### src/bpc_pkg.sv
// Package for the button press classifier: payload structs, lane event
// struct, widths, register indexes and reset values. No dependencies.
package bpc_pkg;

  localparam int unsigned BTN_WIDTH        = 8;
  localparam int unsigned BUTTON_COUNT_DEF = 8;
  localparam int unsigned CNT_W            = 16;
  localparam int unsigned CFG_IDX_W        = 2;

  localparam logic [CNT_W-1:0] CNT_MAX       = 16'hFFFF;
  localparam logic [CNT_W-1:0] SHORT_THR_RST = 16'd5;
  localparam logic [CNT_W-1:0] LONG_THR_RST  = 16'd200;

  // configuration register indexes
  localparam logic [CFG_IDX_W-1:0] CFG_SHORT_THR = 2'd0;
  localparam logic [CFG_IDX_W-1:0] CFG_LONG_THR  = 2'd1;

  typedef struct packed {
    logic                 do_scan;
    logic [BTN_WIDTH-1:0] pin_levels;
    logic                 clear_pressed;
    logic                 clear_released;
    logic                 clear_short;
    logic                 clear_long;
  } in_item_t;

  typedef struct packed {
    logic [BTN_WIDTH-1:0] held_now;
    logic [BTN_WIDTH-1:0] pressed_events;
    logic [BTN_WIDTH-1:0] released_events;
    logic [BTN_WIDTH-1:0] short_events;
    logic [BTN_WIDTH-1:0] long_events;
  } out_item_t;

  typedef struct packed {
    logic [CNT_W-1:0] short_thr;
    logic [CNT_W-1:0] long_thr;
  } thr_t;

  // what one button lane found on the current scan
  typedef struct packed {
    logic held;
    logic pressed_hit;
    logic released_hit;
    logic short_hit;
    logic long_hit;
  } lane_evt_t;

endpackage

### src/button_press_classifier.sv
// Top level of the button press classifier: config registers, button lanes,
// merging stage and a two-entry output buffer. Depends on bpc_pkg,
// bpc_lane and bpc_merge.
//
// Usage
//   Input channel (in_valid_i / in_ready_o / in_data_i): one transfer per
//   scan tick or read/clear access. do_scan samples the active-low pins;
//   the clear flags wipe the matching sticky mask after it is reported.
//   Output channel (out_valid_o / out_ready_i / out_data_o): exactly one
//   result per input transfer, in order: held mask plus the four sticky
//   masks as they stand after the scan.
//   Config port (cfg_we_i / cfg_idx_i / cfg_wdata_i): index 0 short
//   threshold, index 1 long threshold; other indexes are ignored. Write
//   only while the block is idle.
//   Latency: the result is registered, valid the cycle after a transfer
//   into an empty buffer. Throughput: one item per cycle while the buffer
//   has room; all button lanes update in parallel in the transfer cycle,
//   so nothing iterates. Stall: a two-entry output buffer holds results;
//   input ready drops only once both entries are full, and returns the
//   cycle after a result is taken.
//   Reset: counters, masks and buffer clear; thresholds go to 5 and 200.
module button_press_classifier
  import bpc_pkg::*;
#(
  parameter int unsigned BUTTON_COUNT = BUTTON_COUNT_DEF
) (
  input  logic                 clk_i,
  input  logic                 rst_ni,
  input  logic                 in_valid_i,
  output logic                 in_ready_o,
  input  in_item_t             in_data_i,
  output logic                 out_valid_o,
  input  logic                 out_ready_i,
  output out_item_t            out_data_o,
  input  logic                 cfg_we_i,
  input  logic [CFG_IDX_W-1:0] cfg_idx_i,
  input  logic [CNT_W-1:0]     cfg_wdata_i
);

  thr_t      thr_q;
  logic      take;
  logic      scan;
  lane_evt_t lane_evt [BUTTON_COUNT];
  out_item_t result;

  // threshold registers
  always_ff @(posedge clk_i or negedge rst_ni) begin
    if (!rst_ni) begin
      thr_q.short_thr <= SHORT_THR_RST;
      thr_q.long_thr  <= LONG_THR_RST;
    end else if (cfg_we_i) begin
      unique case (cfg_idx_i)
        CFG_SHORT_THR: thr_q.short_thr <= cfg_wdata_i;
        CFG_LONG_THR:  thr_q.long_thr  <= cfg_wdata_i;
        default: ;
      endcase
    end
  end

  assign take = in_valid_i & in_ready_o;
  assign scan = take & in_data_i.do_scan;

  // one lane per button
  for (genvar g = 0; g < BUTTON_COUNT; g++) begin : g_lane
    bpc_lane u_lane (
      .clk_i  (clk_i),
      .rst_ni (rst_ni),
      .scan_i (scan),
      .pin_i  (in_data_i.pin_levels[g]),
      .thr_i  (thr_q),
      .evt_o  (lane_evt[g])
    );
  end

  bpc_merge #(
    .BUTTON_COUNT (BUTTON_COUNT)
  ) u_merge (
    .clk_i    (clk_i),
    .rst_ni   (rst_ni),
    .take_i   (take),
    .item_i   (in_data_i),
    .lane_i   (lane_evt),
    .result_o (result)
  );

  // two-entry output buffer; slot 0 is the head
  out_item_t slot0_q, slot1_q;
  logic [1:0] fill_q, fill_d;
  logic       pop;

  assign pop         = out_valid_o & out_ready_i;
  assign out_valid_o = (fill_q != 2'd0);
  assign out_data_o  = slot0_q;
  assign in_ready_o  = (fill_q != 2'd2);

  always_comb begin
    fill_d = fill_q;
    if (take && !pop) begin
      fill_d = fill_q + 2'd1;
    end else if (pop && !take) begin
      fill_d = fill_q - 2'd1;
    end
  end

  always_ff @(posedge clk_i or negedge rst_ni) begin
    if (!rst_ni) begin
      fill_q <= 2'd0;
    end else begin
      fill_q <= fill_d;
    end
  end

  always_ff @(posedge clk_i) begin
    if (pop) begin
      // head leaves; the new result lands behind whatever remains
      slot0_q <= (take && fill_q == 2'd1) ? result : slot1_q;
      if (take && fill_q == 2'd2) begin
        slot1_q <= result;
      end
    end else if (take) begin
      if (fill_q == 2'd0) begin
        slot0_q <= result;
      end else begin
        slot1_q <= result;
      end
    end
  end

endmodule

### src/bpc_lane.sv
// One button lane: 16-bit saturating hold counter and threshold compares.
// Depends on bpc_pkg.
module bpc_lane
  import bpc_pkg::*;
(
  input  logic      clk_i,
  input  logic      rst_ni,
  input  logic      scan_i,    // accepted item with do_scan set
  input  logic      pin_i,     // raw level, low when pressed
  input  thr_t      thr_i,
  output lane_evt_t evt_o
);

  logic [CNT_W-1:0] cnt_q, cnt_d;
  logic [CNT_W-1:0] cnt_inc;
  logic             held;
  logic             sat;

  assign held    = ~pin_i;
  assign sat     = (cnt_q == CNT_MAX);
  assign cnt_inc = cnt_q + {{(CNT_W-1){1'b0}}, 1'b1};

  always_comb begin
    evt_o              = '0;
    evt_o.held         = held;
    cnt_d              = cnt_q;
    if (held) begin
      if (!sat) begin
        cnt_d             = cnt_inc;
        evt_o.pressed_hit = (cnt_inc == thr_i.short_thr);
        evt_o.long_hit    = (cnt_inc == thr_i.long_thr);
      end
    end else begin
      cnt_d = '0;
      if (cnt_q >= thr_i.short_thr) begin
        evt_o.released_hit = 1'b1;
        evt_o.short_hit    = (cnt_q < thr_i.long_thr);
      end
    end
  end

  always_ff @(posedge clk_i or negedge rst_ni) begin
    if (!rst_ni) begin
      cnt_q <= '0;
    end else if (scan_i) begin
      cnt_q <= cnt_d;
    end
  end

endmodule

### src/bpc_merge.sv
// Merging stage: gathers lane findings into masks, keeps the sticky event
// masks and applies read-and-clear. Depends on bpc_pkg.
module bpc_merge
  import bpc_pkg::*;
#(
  parameter int unsigned BUTTON_COUNT = BUTTON_COUNT_DEF
) (
  input  logic      clk_i,
  input  logic      rst_ni,
  input  logic      take_i,                 // item transfer this cycle
  input  in_item_t  item_i,
  input  lane_evt_t lane_i [BUTTON_COUNT],
  output out_item_t result_o               // masks after the scan
);

  logic [BTN_WIDTH-1:0] held_v, press_v, rel_v, short_v, long_v;
  logic [BTN_WIDTH-1:0] held_q, press_q, rel_q, short_q, long_q;

  for (genvar g = 0; g < BTN_WIDTH; g++) begin : g_gather
    if (g < BUTTON_COUNT) begin : g_live
      assign held_v[g]  = lane_i[g].held;
      assign press_v[g] = lane_i[g].pressed_hit;
      assign rel_v[g]   = lane_i[g].released_hit;
      assign short_v[g] = lane_i[g].short_hit;
      assign long_v[g]  = lane_i[g].long_hit;
    end else begin : g_unused
      assign held_v[g]  = 1'b0;
      assign press_v[g] = 1'b0;
      assign rel_v[g]   = 1'b0;
      assign short_v[g] = 1'b0;
      assign long_v[g]  = 1'b0;
    end
  end

  always_comb begin
    result_o = '{held_now: held_q, pressed_events: press_q, released_events: rel_q,
                 short_events: short_q, long_events: long_q};
    if (item_i.do_scan) begin
      result_o.held_now        = held_v;
      result_o.pressed_events  = press_q | press_v;
      result_o.released_events = rel_q | rel_v;
      result_o.short_events    = short_q | short_v;
      result_o.long_events     = long_q | long_v;
    end
  end

  always_ff @(posedge clk_i or negedge rst_ni) begin
    if (!rst_ni) begin
      held_q  <= '0;
      press_q <= '0;
      rel_q   <= '0;
      short_q <= '0;
      long_q  <= '0;
    end else if (take_i) begin
      held_q  <= result_o.held_now;
      press_q <= item_i.clear_pressed  ? '0 : result_o.pressed_events;
      rel_q   <= item_i.clear_released ? '0 : result_o.released_events;
      short_q <= item_i.clear_short    ? '0 : result_o.short_events;
      long_q  <= item_i.clear_long     ? '0 : result_o.long_events;
    end
  end

endmodule

### config.mk
export PLATFORM = sky130hd
export DESIGN_NAME = button_press_classifier
export DESIGN_NICKNAME = d
export VERILOG_FILES = /design/src/bpc_pkg.sv /design/src/button_press_classifier.sv /design/src/bpc_lane.sv /design/src/bpc_merge.sv
export SDC_FILE = /design/constraint.sdc
export NUM_CORES = 1
export LEC_CHECK = 0
export BUFFER_PORTS_ARGS = -buffer_cell sky130_fd_sc_hd__buf_2
export CORE_UTILIZATION = 58
export DETAILED_ROUTE_END_ITERATION = 10
export PLACE_DENSITY_LB_ADDON = 0.1
export RECOVER_POWER = 100
export REMOVE_ABC_BUFFERS = 1
export SYNTH_ARGS = -nofsm -noshare
export SYNTH_HDL_FRONTEND = slang
export SYNTH_SLANG_ARGS = --single-unit
### constraint.sdc
create_clock -name clk_i -period 4.8 [get_ports clk_i]
set_clock_uncertainty 0.05 [all_clocks]
set_input_delay 0 -clock clk_i [delete_from_list [all_inputs] [get_ports clk_i]]
set_output_delay 0 -clock clk_i [all_outputs]
set_load 0.01 [all_outputs]
# Word-level counts from Yosys, hierarchy flattened
# Index checks and enable logic that the tools add are counted.
[op_classes]
bitwise_logic = 15
add_sub_neg = 10
n_lt_le_gt_ge = 16
mux = 79
n_reduce_logical = 24
n_eq_ne = 38
[ops]
columns = ["op", "n"]
rows = [
  ["$mux W40", 9],
  ["$eq A16 B16 Y1", 16],
  ["$mux W16", 16],
  ["$add A16 B1 Y16 const B", 8],
  ["$eq A16 B16 Y1 const B", 8],
  ["$ge A16 B16 Y1", 8],
  ["$lt A16 B16 Y1", 8],
  ["$mux W2", 18],
  ["$mux W1", 32],
  ["$mux W8", 4],
  ["$or A8 B8 Y8", 4],
  ["$reduce_and A2 Y1", 11],
  ["$ne A2 B2 Y1 const B", 10],
  ["$not A1 Y1", 8],
  ["$reduce_bool A2 Y1", 4],
  ["$eq A2 B1 Y1 const B", 2],
  ["$logic_and A1 B1 Y1", 4],
  ["$logic_not A2 Y1", 2],
  ["$and A1 B1 Y1", 3],
  ["$reduce_and A3 Y1", 1],
  ["$add A2 B1 Y2 const B", 1],
  ["$eq A2 B2 Y1 const B", 1],
  ["$logic_not A1 Y1", 2],
  ["$ne A2 B1 Y1 const B", 1],
  ["$sub A2 B1 Y2 const B", 1],
]
[word_totals]
out_inout_bits = 42
ff_bits = 282
word_cells = 208

# Longest topological paths before layout
[depth]
depth_word = 9
depth_mapped = 13
ltp_nobuf = 11

# Modules after synthesis
# Synthesis repeated with hierarchy kept, for this count alone.
[hier_totals]
cells_unflattened = 3070
area_unflattened_um2 = 27268.7
[by_module_without_submodules]
columns = ["mod", "instances", "area_per_inst_um2", "seq_area_each_um2", "cells_each"]
rows = [
  ["bpc_lane", 8, 2625.0, 400.4, 335],
  ["button_press_classifier", 1, 4342.9, 3259.4, 217],
  ["bpc_merge", 1, 1925.6, 1001.0, 173],
]

# Worst setup path after synthesis
# OpenSTA, ideal clock, no wires.
[synth_timing]
path_kind = "flip-flop to flip-flop"
start = "register fill_q[0]"
end = "register slot1_q[0] (netlist name) (enable)"
slack_ns = 0.188
required_time_ns = 4.263
stages_incl_launch_ff = 8
synth_period_minus_slack_ns = 4.612
t_arrival_ns = 4.076
path_buffers = 1
path_cell_list = "dfrtp_1 > inv_1 > ha_1 > inv_1 > nand2_1 > clkbuf_1 > ha_1 > nor3_1"
[synth_between]
elab_chain_len = 5
elab_cells_between_ends = 11
cone_classes = "eq/ne (4); bitwise (2); reduce/logical (5)"
[synth_rtl]
columns = ["element", "line", "source"]
rows = [
  ["start: declaration", "button_press_classifier.sv:88", "logic [1:0] fill_q, fill_d;"],
  ["start signal: assignment", "button_press_classifier.sv:109", "fill_q <= fill_d;"],
  ["$ne A2 B2 Y1 *", "button_press_classifier.sv:94", "assign in_ready_o = (fill_q != 2'd2);"],
  ["net in_ready_o", "button_press_classifier.sv:30", "output logic in_ready_o,"],
  ["$and A1 B1 Y1 *", "button_press_classifier.sv:60", "assign take = in_valid_i & in_ready_o;"],
  ["$logic_and A1 B1 Y1", "button_press_classifier.sv:117", "if (take && fill_q == 2'd2) begin"],
  ["$ne A2 B1 Y1 (no line)", "-", ""],
  ["$reduce_and A3 Y1 (no line) *", "-", ""],
  ["end signal: assignment", "button_press_classifier.sv:118", "slot1_q <= result;"],
  ["end signal: assignment", "button_press_classifier.sv:124", "slot1_q <= result;"],
  ["end: declaration", "button_press_classifier.sv:87", "out_item_t slot0_q, slot1_q;"],
]
# The timed path passes the listed nets; every way through them passes the cells marked *.
# A chain may end at the register's enable or synchronous reset.

# Final worst setup path
[layout_timing]
start = "register fill_q[0]"
end = "register g_lane[6].u_lane.cnt_q[7]"
[layout_between]
elab_chain_len = 4
[layout_rtl]
columns = ["element", "line", "source"]
rows = [
  ["$ne A2 B2 Y1", "button_press_classifier.sv:94", ""],
  ["$and A1 B1 Y1", "button_press_classifier.sv:60", ""],
  ["$and A1 B1 Y1", "button_press_classifier.sv:61", "assign scan = take & in_data_i.do_scan;"],
  ["$reduce_and A2 Y1 (no line)", "-", ""],
  ["end signal: assignment", "bpc_lane.sv:46", "cnt_q <= cnt_d;"],
  ["end: declaration", "bpc_lane.sv:14", "logic [CNT_W-1:0] cnt_q, cnt_d;"],
]
# Every way passes these cells.

==> flow_metrics.env <==
export IMPL_status="finished with violations"
export IMPL_violations="max-capacitance violations, max-slew violations"
export IMPL_synth_edff_count=80
export IMPL_wl_um=102000
export IMPL_cts_root_buf="clkbuf_16"
export IMPL_core_sq_mm=0.0434
export IMPL_worstPathCellList="inv_1, ha_1, inv_1, nand2_1, clkinv_1, nand2_1, clkbuf_1, nor2_1, nand2_1, nor2_1, o21ai_0, o41ai_1"
export IMPL_worst_hold_path_type="in -> reg"
export IMPL_dr_pass1_iters=6
export IMPL_vias=25000
export IMPL_cap_violations=7
export IMPL_power_mw=10.5
export IMPL_overflow=0
export IMPL_finalMaxSlewViolations=244
export IMPL_grt_pass1_wl_um=149000
export IMPL_synth_area_sq_mm=0.0257
export IMPL_viasPerCell=6.90
export IMPL_cpMostUsedCell="nand2_1"
export IMPL_gp_congestion=1.01
export IMPL_cts_tree="done"
export IMPL_crit_arrival_ns=4.50
export IMPL_endpoint_kind="flop"
export IMPL_cts_made_buffers=34
export IMPL_clock_sinks=282
export IMPL_gr_usage_all_layers_pct=45.3
export IMPL_synthToLayoutAreaGrowth_pct=9.58
export IMPL_hold_end="fill_q[0]"
export IMPL_path_class="reg -> reg"
export IMPL_row_count=76
export IMPL_die_w_um=212
export IMPL_grt_pass1_vias=23100
export IMPL_clk_pin_slew_ns=0.06
export IMPL_fillers=3663
export IMPL_final_util_pct=64.8
export IMPL_rr_worst_depth=12
export IMPL_worstPathRequired_ns=5.18
export IMPL_fmax_mhz=243
export IMPL_setup_violations_final=0
export IMPL_port_buffers=77
export IMPL_post_synth_cell_area_avg_sq_um=8.67
export IMPL_initial_core_util_pct=59.2
export IMPL_fin_nets=3310
export IMPL_seqCellArea_sq_mm=0.00746
export IMPL_hold_path_depth=4
export IMPL_cpPeakStageDelay_ns=1.18
export IMPL_clock_path_buffers=3
export IMPL_r2r_start="fill_q[0]"
export IMPL_clock_latency_ns=0.58
export IMPL_synthArstFlopShare_pct=71.6
export IMPL_rsz0062_at_grt="no"
export IMPL_hpwl_um=67600
export IMPL_fin_crit_ns=4.12
export IMPL_worstPathBufferInverterCount=4
export IMPL_post_cts_setup_buffers=0
export IMPL_drt_iter0_drc=2921
export IMPL_worst_slew_pin_slew_ns=2.71
export IMPL_worst_r2r_setup_slack_ns=0.68
export IMPL_synth_seq_cells=282
export IMPL_p_leak_nw=11.6
export IMPL_slew_limit_headroom_pct=-80.7
export IMPL_ys_flop_type="dfrtp_1"
export IMPL_vdd_drop_max_mv=0.483
export IMPL_drc_errors=0
export IMPL_multi_input_area_sq_mm=0.0170
export IMPL_ios=78
export IMPL_finalSetupTns_ns=0
export IMPL_min_from="out_ready_i"
export IMPL_dieArea_sq_mm=0.0451
export IMPL_cp_top_family="buffers and inverters"
export IMPL_cp_max_fo=25
export IMPL_timing_rr_end="g_lane[6].u_lane.cnt_q[7]"
export IMPL_yosysWarnings=0
export IMPL_final_hold_viol_count=0
export IMPL_drive_above_1_share_pct=7.09
export IMPL_synth_cell_type_count=88
export IMPL_fin_crit_sh_pct=85.8
export IMPL_power_density_mw_per_mm2=374
export IMPL_critPathLaunchType="flop"
export IMPL_cp_slowest_cell="clkbuf_1"
export IMPL_syn_inst=2959
export IMPL_wl_per_cell_um=28.2
export IMPL_seq_area_frac_synth_pct=29.1
export IMPL_die_h_um=212
export IMPL_htreeDepth=2
export IMPL_antenna_found_initial=2
export IMPL_ant_nets=0
export IMPL_grt_max_degree=105
## through the flow
step | hold slack, ns | instance area [sq um] | setup slack (ns) | cells
finish | 0.0233 | 28100 | 0.683 | 3617
global route | 0.0780 | 28100 | 0.534 | 3616
CTS | 0.0369 | 28300 | 1.24 | 3616
detailed placement | 0.0452 | 26500 | 1.31 | 3496
global placement | 0.0283 | 26500 | 1.33 | 3496
floorplan | -0.346 | 24800 | 0.230 | 2766
## worst max path at each step
stage	start	to	slack [ns]	depth (start not counted)
4_1_cts	thr_q[21]	out_data_o[10]	1.24	10
5_1_grt	fill_q[0]	out_data_o[9]	0.53	9
3_5_place_dp	thr_q[21]	out_data_o[10]	1.31	10
2_1_floorplan	fill_q[0]	slot1_q[0]	0.23	6
3_3_place_gp	thr_q[21]	out_data_o[10]	1.33	10
6_report	fill_q[0]	g_lane[6].u_lane.cnt_q[7]	0.68	12
## kinds of logic (layout without fill, tap and decap cells)
| group | Yosys count | count (layout) | synth area share (%) |
|---|---|---|---|
| AO/OA/AOI/OAI | 656 | 656 | 17.0 |
| XOR/XNOR | 340 | 340 | 12.4 |
| adder cells (fa/ha/maj) | 269 | 269 | 13.1 |
| buffers and inverters | 283 | 355 | 4.50 |
| flip-flops | 282 | 282 | 29.1 |
| multiplexers | 60 | 60 | 2.50 |
| other | 0 | 1 | 0 |
| AND/OR/NAND/NOR | 1069 | 1069 | 21.4 |
## flip-flops by register name, indices dropped and copies added, names as in the netlist
register,cells
u_merge.rel_q,8
u_merge.short_q,8
u_merge.held_q,8
u_merge.press_q,8
u_merge.long_q,8
g_lane.u_lane.cnt_q,128
thr_q,32
slot1_q,40
fill_q,2
out_data_o,40
## routing by layer
| layer | global-route usage, % | vias up | share of wire (%) |
|---|---|---|---|
| met5 | 0 | - | 0 |
| met4 | 31.5 | 0 | 8.1 |
| met3 | 12.4 | 393 | 13 |
| met2 | 64.8 | 1641 | 41 |
| met1 | 59.0 | 11900 | 38 |
| li1 | - | 11000 | - |
## timing repair
action / 4_1_cts / 5_1_grt
endpoints found under the hold margin: 187 / 0
resized for setup: 0 / 0
hold buffers: 58 / 0
endpoints found under the setup margin: 0 / 0
## cell usage in the layout, fill, tap and decap left out, types with 52 or more instances in the layout
| master | synthesis | layout |
|---|---|---|
| a21oi_1 | 96 | 96 |
| buf_4 | 8 | 57 |
| clkbuf_1 | 116 | 57 |
| dfrtp_1 | 197 | 197 |
| dlygate4sd3_1 | 0 | 58 |
| edfxtp_1 | 80 | 80 |
| ha_1 | 269 | 269 |
| inv_1 | 84 | 85 |
| nand2_1 | 227 | 227 |
| nand2b_1 | 55 | 55 |
| nand3_1 | 87 | 88 |
| nand4_1 | 79 | 79 |
| nor2_1 | 274 | 274 |
| nor3_1 | 78 | 78 |
| nor4_1 | 58 | 60 |
| o211ai_1 | 52 | 52 |
| o21ai_0 | 220 | 217 |
| xnor2_1 | 230 | 230 |
| xor2_1 | 96 | 96 |
## cell type report
type,instances,share of cell area [%]
Antenna cell,1,0.00890
Clock inverter,20,0.828
Tap cell,585,2.60
Inverter,90,1.20
Sequential cell,282,26.5
Multi-Input combinational cell,2394,60.5
Clock buffer,42,3.36
Timing Repair Buffer,203,4.97
## synth_stat cells (all sizes together), types with 40 or more instances
cell	instances	share of area (%)
xor2	96	3.3
and3	40	0.98
dfrtp	197	19
o211ai	52	1.5
ha	269	13
nor2	274	4.0
o21ai	221	4.3
o31ai	51	1.5
nand4	83	2.2
nand2	227	3.3
nand3	90	1.8
buf	74	1.4
clkbuf	119	1.8
nor4	69	2.1
xnor2	230	7.9
nand2b	55	1.3
inv	85	1.2
a21oi	96	1.9
or3	50	1.2
edfxtp	80	9.4
nor3	80	1.6
## power by group
group	leakage [nW]	internal, mW	switching (mW)
combinational	7.55	1.50	2.89
sequential	3.50	2.96	0.388
clock	0.581	1.63	1.14
## worst register-to-register path, stage by stage (launching register included)
cell      delay [ns]
dfrtp_1         0.42
inv_1           0.10
ha_1            0.14
inv_1           0.05
nand2_1         0.08
clkinv_1        0.26
nand2_1         0.34
clkbuf_1        1.18
nor2_1          0.33
nand2_1         0.67
nor2_1          0.08
o21ai_0         0.20
o41ai_1         0.10
(Power assumes the default switching activity.)
